==> src/rtl/core/avralu_pkg.sv <==
`timescale 1ns / 1ps
// ----------------------------------------------------------------------------
// avralu_pkg
// Shared types and constants for the 8-bit AVR-style ALU with status flags.
// ----------------------------------------------------------------------------
package avralu_pkg;

    typedef enum logic [2:0] {
        OP_ADD  = 3'd0,
        OP_ADC  = 3'd1,
        OP_AND  = 3'd2,
        OP_ASR  = 3'd3,
        OP_ADIW = 3'd4,
        OP_SBIW = 3'd5,
        OP_BCLR = 3'd6,
        OP_BLD  = 3'd7
    } t_opcode;

    // status register bit positions
    localparam logic [2:0] FLAG_C = 3'd0;
    localparam logic [2:0] FLAG_Z = 3'd1;
    localparam logic [2:0] FLAG_N = 3'd2;
    localparam logic [2:0] FLAG_V = 3'd3;
    localparam logic [2:0] FLAG_S = 3'd4;
    localparam logic [2:0] FLAG_H = 3'd5;
    localparam logic [2:0] FLAG_T = 3'd6;
    localparam logic [2:0] FLAG_I = 3'd7;

    localparam logic [7:0] STATUS_RESET = 8'h00;

    typedef struct packed {
        t_opcode     opcode;
        logic [15:0] operand_a;
        logic [7:0]  operand_b;
        logic [2:0]  bit_index;
    } t_alu_item;

endpackage

==> src/rtl/core/avralu_req_if.sv <==
`timescale 1ns / 1ps
// ----------------------------------------------------------------------------
// avralu_req_if
// Request channel: one operation with its operands per beat.
// ----------------------------------------------------------------------------
interface avralu_req_if;
    logic        valid;
    logic        ready;
    logic [2:0]  opcode;
    logic [15:0] operand_a;
    logic [7:0]  operand_b;
    logic [2:0]  bit_index;

    modport source (
        output valid, opcode, operand_a, operand_b, bit_index,
        input  ready
    );
    modport sink (
        input  valid, opcode, operand_a, operand_b, bit_index,
        output ready
    );
endinterface

==> src/rtl/core/avralu_rsp_if.sv <==
`timescale 1ns / 1ps
// ----------------------------------------------------------------------------
// avralu_rsp_if
// Response channel: result value and new status per beat.
// ----------------------------------------------------------------------------
interface avralu_rsp_if;
    logic        valid;
    logic        ready;
    logic [15:0] result;
    logic [7:0]  status_out;

    modport source (
        output valid, result, status_out,
        input  ready
    );
    modport sink (
        input  valid, result, status_out,
        output ready
    );
endinterface

==> src/rtl/core/avralu_exec.sv <==
`timescale 1ns / 1ps
// ----------------------------------------------------------------------------
// avralu_exec
// Combinational datapath: computes the result and next status for one item.
// ----------------------------------------------------------------------------
module avralu_exec (
    input  avralu_pkg::t_alu_item i_item,
    input  logic [7:0]            i_status,
    output logic [15:0]           o_result,
    output logic [7:0]            o_status
);
    import avralu_pkg::*;

    logic [7:0]  a8;
    logic [7:0]  b8;
    logic [15:0] k16;
    logic        cin;
    logic [7:0]  add_r;
    logic        add_h;
    logic        add_c;
    logic        add_v;
    logic [7:0]  and_r;
    logic [7:0]  asr_r;
    logic [15:0] adiw_r;
    logic [15:0] sbiw_r;
    logic [7:0]  bld_r;
    logic        asr_v;
    logic        w_v;
    logic        w_c;

    assign a8  = i_item.operand_a[7:0];
    assign b8  = i_item.operand_b;
    assign k16 = {10'd0, i_item.operand_b[5:0]};
    assign cin = (i_item.opcode == OP_ADC) ? i_status[FLAG_C] : 1'b0;

    assign add_r = a8 + b8 + {7'd0, cin};
    assign add_h = (a8[3] & b8[3]) | (b8[3] & ~add_r[3]) | (~add_r[3] & a8[3]);
    assign add_c = (a8[7] & b8[7]) | (b8[7] & ~add_r[7]) | (~add_r[7] & a8[7]);
    assign add_v = (a8[7] & b8[7] & ~add_r[7]) | (~a8[7] & ~b8[7] & add_r[7]);

    assign and_r  = a8 & b8;
    assign asr_r  = {a8[7], a8[7:1]};
    assign asr_v  = asr_r[7] ^ a8[0];
    assign adiw_r = i_item.operand_a + k16;
    assign sbiw_r = i_item.operand_a - k16;

    always_comb begin
        bld_r = a8;
        bld_r[i_item.bit_index] = i_status[FLAG_T];
    end

    always_comb begin
        o_result = 16'd0;
        o_status = i_status;
        w_v      = 1'b0;
        w_c      = 1'b0;
        case (i_item.opcode)
            OP_ADD, OP_ADC: begin
                o_result       = {8'd0, add_r};
                o_status[FLAG_H] = add_h;
                o_status[FLAG_V] = add_v;
                o_status[FLAG_N] = add_r[7];
                o_status[FLAG_S] = add_r[7] ^ add_v;
                o_status[FLAG_Z] = (add_r == 8'd0);
                o_status[FLAG_C] = add_c;
            end
            OP_AND: begin
                o_result       = {8'd0, and_r};
                o_status[FLAG_V] = 1'b0;
                o_status[FLAG_N] = and_r[7];
                o_status[FLAG_S] = and_r[7];
                o_status[FLAG_Z] = (and_r == 8'd0);
            end
            OP_ASR: begin
                o_result       = {8'd0, asr_r};
                o_status[FLAG_C] = a8[0];
                o_status[FLAG_N] = asr_r[7];
                o_status[FLAG_V] = asr_v;
                o_status[FLAG_S] = asr_r[7] ^ asr_v;
                o_status[FLAG_Z] = (asr_r == 8'd0);
            end
            OP_ADIW: begin
                o_result       = adiw_r;
                w_v            = ~i_item.operand_a[15] & adiw_r[15];
                w_c            = ~adiw_r[15] & i_item.operand_a[15];
                o_status[FLAG_V] = w_v;
                o_status[FLAG_N] = adiw_r[15];
                o_status[FLAG_S] = adiw_r[15] ^ w_v;
                o_status[FLAG_Z] = (adiw_r == 16'd0);
                o_status[FLAG_C] = w_c;
            end
            OP_SBIW: begin
                o_result       = sbiw_r;
                w_v            = i_item.operand_a[15] & ~sbiw_r[15];
                w_c            = sbiw_r[15] & ~i_item.operand_a[15];
                o_status[FLAG_V] = w_v;
                o_status[FLAG_N] = sbiw_r[15];
                o_status[FLAG_S] = sbiw_r[15] ^ w_v;
                o_status[FLAG_Z] = (sbiw_r == 16'd0);
                o_status[FLAG_C] = w_c;
            end
            OP_BCLR: begin
                o_status[i_item.bit_index] = 1'b0;
            end
            OP_BLD: begin
                o_result = {8'd0, bld_r};
            end
            default: begin
                o_result = 16'd0;
            end
        endcase
    end

endmodule

==> src/rtl/core/avr_alu_status_flags.sv <==
`timescale 1ns / 1ps
// ----------------------------------------------------------------------------
// avr_alu_status_flags
// 8-bit AVR-style ALU keeping the I,T,H,S,V,N,Z,C status register.
// ----------------------------------------------------------------------------
// Takes one operation per clock while not stalled (see below) and returns one
// result beat per operation, in order: the request lands in an input register,
// the datapath and the status update run from it, and the value with the new
// status sits in the result register. The
// status register is written in the same cycle the operation is evaluated,
// so back-to-back operations (e.g. ADD then ADC) see each other's flags with
// no bubble. Both stages stall when the result register holds a beat and the
// response side holds ready low. Status resets to all flags clear.
module avr_alu_status_flags (
    input  logic         i_clk,
    input  logic         i_rst_n,
    avralu_req_if.sink   i_req,
    avralu_rsp_if.source o_rsp
);
    import avralu_pkg::*;

    logic        r_in_valid;
    t_alu_item   r_in_item;
    logic        r_out_valid;
    logic [15:0] r_result;
    logic [7:0]  r_status_out;
    logic [7:0]  r_status;

    logic        n_out_valid;
    logic        n_in_valid;
    logic [15:0] n_result;
    logic [7:0]  n_status;
    logic        advance;
    logic        take_req;

    assign advance  = r_in_valid & (~r_out_valid | o_rsp.ready);
    // no beat is taken while reset is held
    assign i_req.ready = i_rst_n & (~r_in_valid | advance);
    assign take_req = i_req.valid & i_req.ready;

    assign n_in_valid  = take_req | (r_in_valid & ~advance);
    assign n_out_valid = advance | (r_out_valid & ~o_rsp.ready);

    avralu_exec u_exec (
        .i_item   (r_in_item),
        .i_status (r_status),
        .o_result (n_result),
        .o_status (n_status)
    );

    always_ff @(posedge i_clk) begin
        if (!i_rst_n) begin
            r_in_valid  <= 1'b0;
            r_out_valid <= 1'b0;
            r_status    <= STATUS_RESET;
        end else begin
            r_in_valid  <= n_in_valid;
            r_out_valid <= n_out_valid;
            if (advance) begin
                r_status <= n_status;
            end
        end
    end

    // payload registers
    always_ff @(posedge i_clk) begin
        if (take_req) begin
            r_in_item.opcode    <= t_opcode'(i_req.opcode);
            r_in_item.operand_a <= i_req.operand_a;
            r_in_item.operand_b <= i_req.operand_b;
            r_in_item.bit_index <= i_req.bit_index;
        end
        if (advance) begin
            r_result     <= n_result;
            r_status_out <= n_status;
        end
    end

    assign o_rsp.valid      = r_out_valid;
    assign o_rsp.result     = r_result;
    assign o_rsp.status_out = r_status_out;

endmodule

==> src/flat_wrapper.sv <==
// flat-port wrapper written by rule: the top's interface ports become plain ports
module avr_alu_status_flags_flat import avralu_pkg::*;
  (i_clk, i_rst_n, i_req_valid, i_req_opcode, i_req_operand_a, i_req_operand_b, i_req_bit_index, i_req_ready, o_rsp_valid, o_rsp_result, o_rsp_status_out, o_rsp_ready);
  avralu_req_if i_req_i ();
  avralu_rsp_if o_rsp_i ();
  input  logic i_clk;
  input  logic i_rst_n;
  input wire logic [$bits(i_req_i.valid)-1:0] i_req_valid;
  input wire logic [$bits(i_req_i.opcode)-1:0] i_req_opcode;
  input wire logic [$bits(i_req_i.operand_a)-1:0] i_req_operand_a;
  input wire logic [$bits(i_req_i.operand_b)-1:0] i_req_operand_b;
  input wire logic [$bits(i_req_i.bit_index)-1:0] i_req_bit_index;
  output wire logic [$bits(i_req_i.ready)-1:0] i_req_ready;
  output wire logic [$bits(o_rsp_i.valid)-1:0] o_rsp_valid;
  output wire logic [$bits(o_rsp_i.result)-1:0] o_rsp_result;
  output wire logic [$bits(o_rsp_i.status_out)-1:0] o_rsp_status_out;
  input wire logic [$bits(o_rsp_i.ready)-1:0] o_rsp_ready;
  assign i_req_i.valid = i_req_valid;
  assign i_req_i.opcode = i_req_opcode;
  assign i_req_i.operand_a = i_req_operand_a;
  assign i_req_i.operand_b = i_req_operand_b;
  assign i_req_i.bit_index = i_req_bit_index;
  assign i_req_ready = i_req_i.ready;
  assign o_rsp_valid = o_rsp_i.valid;
  assign o_rsp_result = o_rsp_i.result;
  assign o_rsp_status_out = o_rsp_i.status_out;
  assign o_rsp_i.ready = o_rsp_ready;
  avr_alu_status_flags u_core (.i_clk(i_clk), .i_rst_n(i_rst_n), .i_req(i_req_i), .o_rsp(o_rsp_i));
endmodule
==> config.mk <==
export PLATFORM = sky130hd
export DESIGN_NAME = avr_alu_status_flags_flat
export DESIGN_NICKNAME = d
export VERILOG_FILES = /design/src/rtl/core/avralu_pkg.sv /design/src/rtl/core/avralu_req_if.sv /design/src/rtl/core/avralu_rsp_if.sv /design/src/rtl/core/avralu_exec.sv /design/src/rtl/core/avr_alu_status_flags.sv /design/src/flat_wrapper.sv
export SDC_FILE = /design/constraint.sdc
export NUM_CORES = 1
export LEC_CHECK = 0
export BUFFER_PORTS_ARGS = -buffer_cell sky130_fd_sc_hd__buf_2
export CORE_ASPECT_RATIO = 1.25
export CORE_MARGIN = 1.5
export CORE_UTILIZATION = 28
export CTS_BUF_LIST = sky130_fd_sc_hd__clkbuf_8
export CTS_CLUSTER_SIZE = 14
export DETAILED_ROUTE_END_ITERATION = 10
export PLACE_DENSITY = 0.55
export SLEW_MARGIN = 20
export SYNTH_ARGS = -nofsm -noshare
export SYNTH_HDL_FRONTEND = slang
export SYNTH_SLANG_ARGS = --single-unit
==> constraint.sdc <==
create_clock -name i_clk -period 3.83 [get_ports i_clk]
set_clock_uncertainty 0.05 [all_clocks]
set_input_delay 0.5745 -clock i_clk [delete_from_list [all_inputs] [get_ports i_clk]]
set_output_delay 0.5745 -clock i_clk [all_outputs]
set_load 0.1 [all_outputs]
==> flow_summary_export.csv, run 1 <==
group,metric,value,unit
timing,finalCriticalPeriod,3.61,ns
finish,final_layout_size_suffix_gt1_share,21.6,%
route,via_per_inst,5.19,
finish,area_growth,17.7,%
synth,ys_seq_area_share,40.2,%
power_and_ir_drop,worst_ir_drop_vdd,165,uV
route,ant_nets,0,
worst_setup_path,max_stage_delay,0.53,ns
global_routing,overflow,0,
timing,setup_tns,0,ns
worst_setup_path,required,4.00,ns
synth,yosysTopAreaCellShare,35.8,%
route,via_count,3879,
synth,ys.warnings.count,0,
die,row_count,51,
synth,synth.most_common_cell,"edfxtp_1",
worst_setup_path,critPathMaxFanout,7,
timing,hold_slack,0.316,ns
timing,drv_slew,0,
die,io_pins,60,
timing,fin_crit_sh,94.2,%
worst_setup_path,rr_endpoint,"u_core.o_rsp.status_out[1]$_DFFE_PP_",
clocking,postCtsHoldBufs,0,
finish,fin_nets,592,
timing,max_slew_margin,57.7,%
synth,synthFlopType,"edfxtp_1",
worst_setup_path,reg2reg_from,"u_core.r_in_item[14]$_DFFE_PP_",
synth,synth.distinct_cells,65,
worst_setup_path,critical-path-top-delay-family,"simple AND/OR/NAND/NOR gates",
synth,synth_nets,528,
route,wl_per_cell,17.5,um
worst_setup_path,r2r_slack,0.22,ns
worst_hold_path,min_path_type,"in2reg",
route,dr.pass1.iters,5,
route,drc,0,
timing,rsz0062_at_grt,"false",
clocking,ctsResizeCount,0,
worst_setup_path,worstSetupPathDepth,13,
synth,synth_edf_count,54,
synth,yosys.area.top_type,"edfxtp_1",
die,die_area,17000,um2
timing,setup-violations-final,0,
clocking,clockRootBuffer,"clkbuf_8",
worst_setup_path,crit_start,"u_core.r_in_item[14]$_DFFE_PP_",
synth,syn_area,4530,um2
worst_setup_path,reg2regPathDepth,13,
timing,worst_pin_slew,0.633,ns
clocking,postCtsSetupBuffers,0,
power_and_ir_drop,leakagePower,2.13,nW
worst_setup_path,criticalPathCategory,"reg2reg",
synth,synth_area_leaders,"edfxtp_1 36%, ha_1 5.8%, dfxtp_1 4.4%, nor2_1 3.5%, xnor2_1 3.5%",
route,drtIter0Drc,230,
die,die_x,117,um
global_routing,grt_util_all_layers,16.4,%
clocking,ctsLongestPathBuffers,2,
worst_setup_path,cp_slowest_cell,"edfxtp_1",
die,start_util,28.9,%
power_and_ir_drop,p_per_area,364,nW/um2
die,core,15700,um2
global_routing,grt_pass1_wl,21200,um
clocking,cts_tree,"done",
worst_setup_path,worstSetupEndpointType,"register",
place,place_congestion,0.923,
global_routing,grt_pass1_vias,3977,
run_status,run_status,"finished clean",
run,drv_cap,0,
worst_setup_path,cp_cell_sequence,"ha_1 > buf_4 > nor2_1 > nand2_1 > o21ai_1 > nand4_1 > inv_1 > ha_1 > nand2_1 > nor4_2 > o2111ai_1 > o41a_1 > a21oi_1",
worst_setup_path,critical_path_arrival,3.78,ns
die,die_h,145,um
clocking,cts_made_buffers,9,
synth,synth_commonest_cells,"54 x edfxtp_1, 42 x nor2_1, 39 x nand2_1",
clocking,cts.clk_slew.worst_paths,0.08,ns
synth,async_flop_share,0,%
place,post-dp-hpwl,10100,um
clocking,insertion_delay,0.38,ns
worst_setup_path,endpoint,"u_core.o_rsp.status_out[1]$_DFFE_PP_",
synth,netlist_instances,467,
global_routing,antenna_found_initial,0,
timing,timing.fmax,277,MHz
synth,syn_avg_cell_area,9.70,um2
worst_setup_path,critPathLaunchType,"register",
finish,antenna_cells,0,
clocking,h-tree-depth,3,
place,port_buffers,59,
synth,ys_seq_elements,64,
clocking,cts_sinks,64,
timing,finalHoldViolCount,0,
worst_setup_path,worst-path-buf-inv,2,
route,drt-total-wl,13100,um
global_routing,grt_max_degree,34,
-- metal layers --
layer | GRT usage (%) | part of all wire, %
met5 | 0 | 0
met4 | 6.93 | 3.1
met3 | 3.80 | 5.5
met2 | 27.9 | 51
met1 | 19.5 | 40
-- worst min-delay path by stage --
stage | start | end | slack (ns) | cells after the start
final | i_req_operand_b[1] | u_core.r_in_item[4]$_DFFE_PP_ | 0.32 | 1
after global routing | i_req_bit_index[1] | u_core.r_in_item[1]$_DFFE_PP_ | 0.30 | 1
after CTS | i_req_operand_b[1] | u_core.r_in_item[4]$_DFFE_PP_ | 0.30 | 1
after detailed placement | u_core.r_status[7]$_SDFFE_PN0P_ | u_core.r_status[7]$_SDFFE_PN0P_ | 0.38 | 2
after global placement | u_core.r_status[7]$_SDFFE_PN0P_ | u_core.r_status[7]$_SDFFE_PN0P_ | 0.37 | 2
after floorplan | u_core.r_status[7]$_SDFFE_PN0P_ | u_core.r_status[7]$_SDFFE_PN0P_ | 0.36 | 2
-- cell families after synthesis --
logic type	synth area share [%]
AOI/OAI and AO/OA	18.3
xor gates and xnor gates	5.22
adders and majority gates	8.45
buffers and inverters	5.88
DFF	40.2
muxes	4.09
and+or+nand+nor	17.8
-- state kept, by name, indices dropped and copies added (netlist names) --
signal / flops
u_core.r_status: 8
u_core.r_in_item: 30
u_core.o_rsp.result: 16
u_core.o_rsp.status_out: 8
u_core.o_rsp.valid: 1
u_core.r_in_valid: 1
-- worst register-to-register path: cells and delay by family (launching register included) --
family | cells | cell delay, ns
AO/OA/AOI/OAI | 4 | 0.97
adder cells (fa/ha/maj) | 2 | 0.55
buffers and inverters | 2 | 0.33
flip-flops | 1 | 0.53
AND/OR/NAND/NOR | 5 | 1.03
-- cell usage in the layout (no fill, tap or decap), types with 3 or more instances in the layout --
master / n
nand4_1: 6
o211a_1: 6
nor3_1: 9
edfxtp_1: 54
nand2b_1: 7
o311ai_0: 3
nand3_1: 13
inv_6: 3
mux2i_1: 14
xnor2_1: 18
a211oi_1: 4
a221oi_1: 3
xor2_1: 9
buf_4: 24
buf_2: 59
o221ai_1: 4
mux2_2: 4
dfxtp_1: 10
o21ai_0: 21
inv_1: 22
clkbuf_8: 9
nor2_1: 42
o21bai_1: 5
nor2b_1: 15
a21o_1: 5
a31oi_1: 6
nor4_1: 7
o2111ai_1: 6
a21oi_1: 24
a211o_1: 3
fa_1: 6
ha_1: 21
nand2_1: 39
o211ai_1: 5
-- layout make-up --
cell class              instances  area [um2]
inverters                      22        82.6
clock inverters                 7         101
well taps                     212         265
flip-flops and latches         64        1820
clock buffers                   9         124
multi-input cells             351        2460
fillers                      1682       10400
repair buffers                 83         475
-- where the power goes --
part	switching (mW)	internal (mW)	leakage [nW]	total, mW
sequential	0.0242	0.795	0.588	0.819
combinational	0.302	0.140	1.43	0.442
clock	0.305	0.373	0.107	0.678
total	0.631	1.31	2.13	1.94
-- stage by stage --
stage / total power, mW / std cells / utilization, % / worst slack (ns) / cell area [um2]
finish: 1.94 / 748 / 34.0 / 0.223 / 5330
floorplan: 1.15 / 467 / - / 0.0308 / 4530
global placement: 1.27 / 732 / 32.4 / -0.0435 / 5090
detailed placement: 1.27 / 732 / 32.4 / 0.0390 / 5090
global route: 2.03 / 748 / 34.0 / 0.0294 / 5330
CTS: 1.96 / 748 / 33.9 / 0.00709 / 5320
Power figures use the tool's default switching activity.
==> run 2: changes to the inputs <==
--- a/config.mk
+++ b/config.mk
@@ -10,9 +10,10 @@
 export CORE_MARGIN = 1.5
 export CORE_UTILIZATION = 28
 export CTS_BUF_LIST = sky130_fd_sc_hd__clkbuf_8
-export CTS_CLUSTER_SIZE = 14
+export CTS_CLUSTER_SIZE = 24
 export DETAILED_ROUTE_END_ITERATION = 10
 export PLACE_DENSITY = 0.55
+export RECOVER_POWER = 100
 export SLEW_MARGIN = 20
 export SYNTH_ARGS = -nofsm -noshare
 export SYNTH_HDL_FRONTEND = slang
==> flow_summary_export.csv, run 2 (synthesis results as in run 1) <==
group,metric,value,unit
route,dr.pass1.iters,5,
finish,fin_nets,592,
global_routing,antenna_found_initial,0,
die,row_count,51,
die,die_area,17000,um2
finish,final_cell_mix,"54 x edfxtp_1, 42 x nor2_1, 39 x nand2_1, 33 x clkbuf_1, 32 x buf_2",
worst_setup_path,critical_path_arrival,3.81,ns
timing,rsz0062_at_grt,"false",
power_and_ir_drop,fin_total_pwr,1.93,mW
worst_setup_path,crit_start,"u_core.r_in_item[13]$_DFFE_PP_",
route,via_per_inst,5.16,
clocking,clockRootBuffer,"clkbuf_8",
route,ant_nets,0,
die,io_pins,60,
global_routing,grt_max_degree,34,
finish,final_layout_size_suffix_gt1_share,14.9,%
route,drt-total-wl,13100,um
die,die_x,117,um
route,drtIter0Drc,263,
clocking,ctsResizeCount,0,
timing,setup-violations-final,0,
timing,max_slew_margin,-23.5,%
timing,worst_slack,0.190,ns
route,via_count,3862,
finish,final_common_cell,"edfxtp_1",
timing,timing.fmax,275,MHz
worst_setup_path,r2r_slack,0.19,ns
power_and_ir_drop,power.share.clock,35.1,%
worst_setup_path,reg2regPathDepth,13,
route,wl_per_cell,17.5,um
run_status,violations,"capacitance limit, slew limit",
timing,finalHoldViolCount,0,
worst_hold_path,min_from,"i_req_operand_b[1]",
global_routing,grt_pass1_wl,21200,um
worst_hold_path,min_path_cells,1,
die,core,15700,um2
power_and_ir_drop,worst_ir_drop_vdd,151,uV
clocking,postCtsHoldBufs,0,
run,drv_cap,2,
worst_setup_path,cp_slowest_cell,"ha_1",
power_and_ir_drop,leakagePower,2.03,nW
worst_setup_path,critPathLaunchType,"register",
clocking,postCtsSetupBuffers,0,
worst_setup_path,reg2reg_from,"u_core.r_in_item[13]$_DFFE_PP_",
finish,regMostFlops,"u_core.r_in_item",
global_routing,grt_util_all_layers,16.4,%
global_routing,grt_pass1_vias,3977,
run_status,run_status,"complete, but fails checks",
worst_setup_path,critPathMaxFanout,7,
timing,hold_slack,0.318,ns
place,port_buffers,59,
clocking,cts_sinks,64,
die,start_util,28.9,%
place,dp_slack,0.0390,ns
place,post-dp-hpwl,10100,um
place,dpl.cell_count,732,
worst_setup_path,max_stage_delay,0.47,ns
power_and_ir_drop,p_sw_share,32.7,%
worst_setup_path,rr_endpoint,"u_core.o_rsp.status_out[1]$_DFFE_PP_",
die,die_h,145,um
clocking,cts.clk_slew.worst_paths,0.08,ns
finish,largest_reg_flops,30,
worst_setup_path,worstSetupEndpointType,"register",
power_and_ir_drop,pwr-share-comb,22.4,%
finish,nFillCells,1697,
clocking,h-tree-depth,3,
clocking,insertion_delay,0.37,ns
route,drc,0,
timing,finalCriticalPeriod,3.64,ns
worst_setup_path,required,4.00,ns
worst_setup_path,criticalPathCategory,"reg2reg",
worst_hold_path,min_path_type,"in2reg",
place,place_congestion,0.923,
global_routing,overflow,0,
timing,fin_crit_sh,95.0,%
timing,worst_pin_slew,1.85,ns
finish,antenna_cells,0,
clocking,ctsLongestPathBuffers,2,
worst_hold_path,hold_path_end,"u_core.r_in_item[4]$_DFFE_PP_",
finish,area_growth,16.2,%
finish,fin_util,33.5,%
power_and_ir_drop,p_per_area,367,nW/um2
timing,drv_slew,56,
worst_setup_path,cp_cell_sequence,"ha_1 > buf_4 > inv_1 > o2bb2ai_1 > o21ai_1 > nand4_1 > inv_1 > ha_1 > nand2_1 > nor4_2 > o2111ai_1 > o41a_1 > a21oi_1",
power_and_ir_drop,p_sw,0.631,mW
clocking,cts_made_buffers,9,
clocking,cts_tree,"done",
finish,fin_cells,748,
power_and_ir_drop,p_int,1.30,mW
power_and_ir_drop,power_frac_seq,42.5,%
==> run 2: changes by cell type in the layout (fill, tap and decap cells not counted) <==
cell       previous run  this run
clkbuf_1              0        33
buf_4                24        18
a21boi_0              2         3
mux2_2                4         3
and2_0                0         1
mux2_1                0         1
a21boi_1              2         1
o2bb2ai_1             0         1
nor2b_4               1         0
o2bb2ai_2             1         0
and2_1                2         1
buf_2                59        32
nor2b_1              15        16
==> run 2: stage by stage <==
stage / instance area (um2) / setup TNS, ns
after floorplan: 4530 / 0
final: 5260 / 0
after global placement: 5090 / -0.0439
after CTS: 5320 / 0
after detailed placement: 5090 / 0
after global routing: 5260 / 0
==> run 2: worst max-delay path by stage <==
stage	slack (ns)	cells past startpoint	endpoint
floorplan	0.03	3	u_core.r_in_item[0]$_DFFE_PP_
global placement	-0.04	13	u_core.o_rsp.status_out[1]$_DFFE_PP_
detailed placement	0.04	13	u_core.o_rsp.status_out[1]$_DFFE_PP_
CTS	0.007	13	u_core.o_rsp.status_out[1]$_DFFE_PP_
global route	0.02	13	u_core.o_rsp.status_out[1]$_DFFE_PP_
finish	0.19	13	u_core.o_rsp.status_out[1]$_DFFE_PP_
==> run 2: per-layer routing <==
layer | global-route usage (%) | wire (um)
met1 | 19.5 | 5390
met2 | 27.9 | 6660
met5 | 0 | 0
met3 | 3.80 | 654
met4 | 6.93 | 401
==> run 2: worst max-delay path: cells and delay by family (launching register included) <==
| family | cells | cell delay (ns) |
|---|---|---|
| flops | 1 | 0.41 |
| simple gates | 3 | 0.67 |
| compound gates | 5 | 1.24 |
| buf+inv | 3 | 0.36 |
| fa+ha+maj | 2 | 0.75 |
==> run 2: power groups by stage <==
stage / combinational (mW) / sequential, mW / clock (mW)
6_report: 0.433 / 0.820 / 0.677
3_5_place_dp: 0.438 / 0.835 / 0
5_1_grt: 0.468 / 0.825 / 0.731
3_3_place_gp: 0.439 / 0.834 / 0
4_1_cts: 0.439 / 0.819 / 0.699
2_1_floorplan: 0.223 / 0.931 / 0
==> run 2: area by class of cell <==
type	count	area [um2]	area share, %
tap	212	265	5.04
clock inverter	7	101	1.93
sequential	64	1820	34.6
inverter	22	82.6	1.57
clock buffer	9	124	2.35
timing repair buffer	83	419	7.96
multi-input combinational	351	2450	46.5
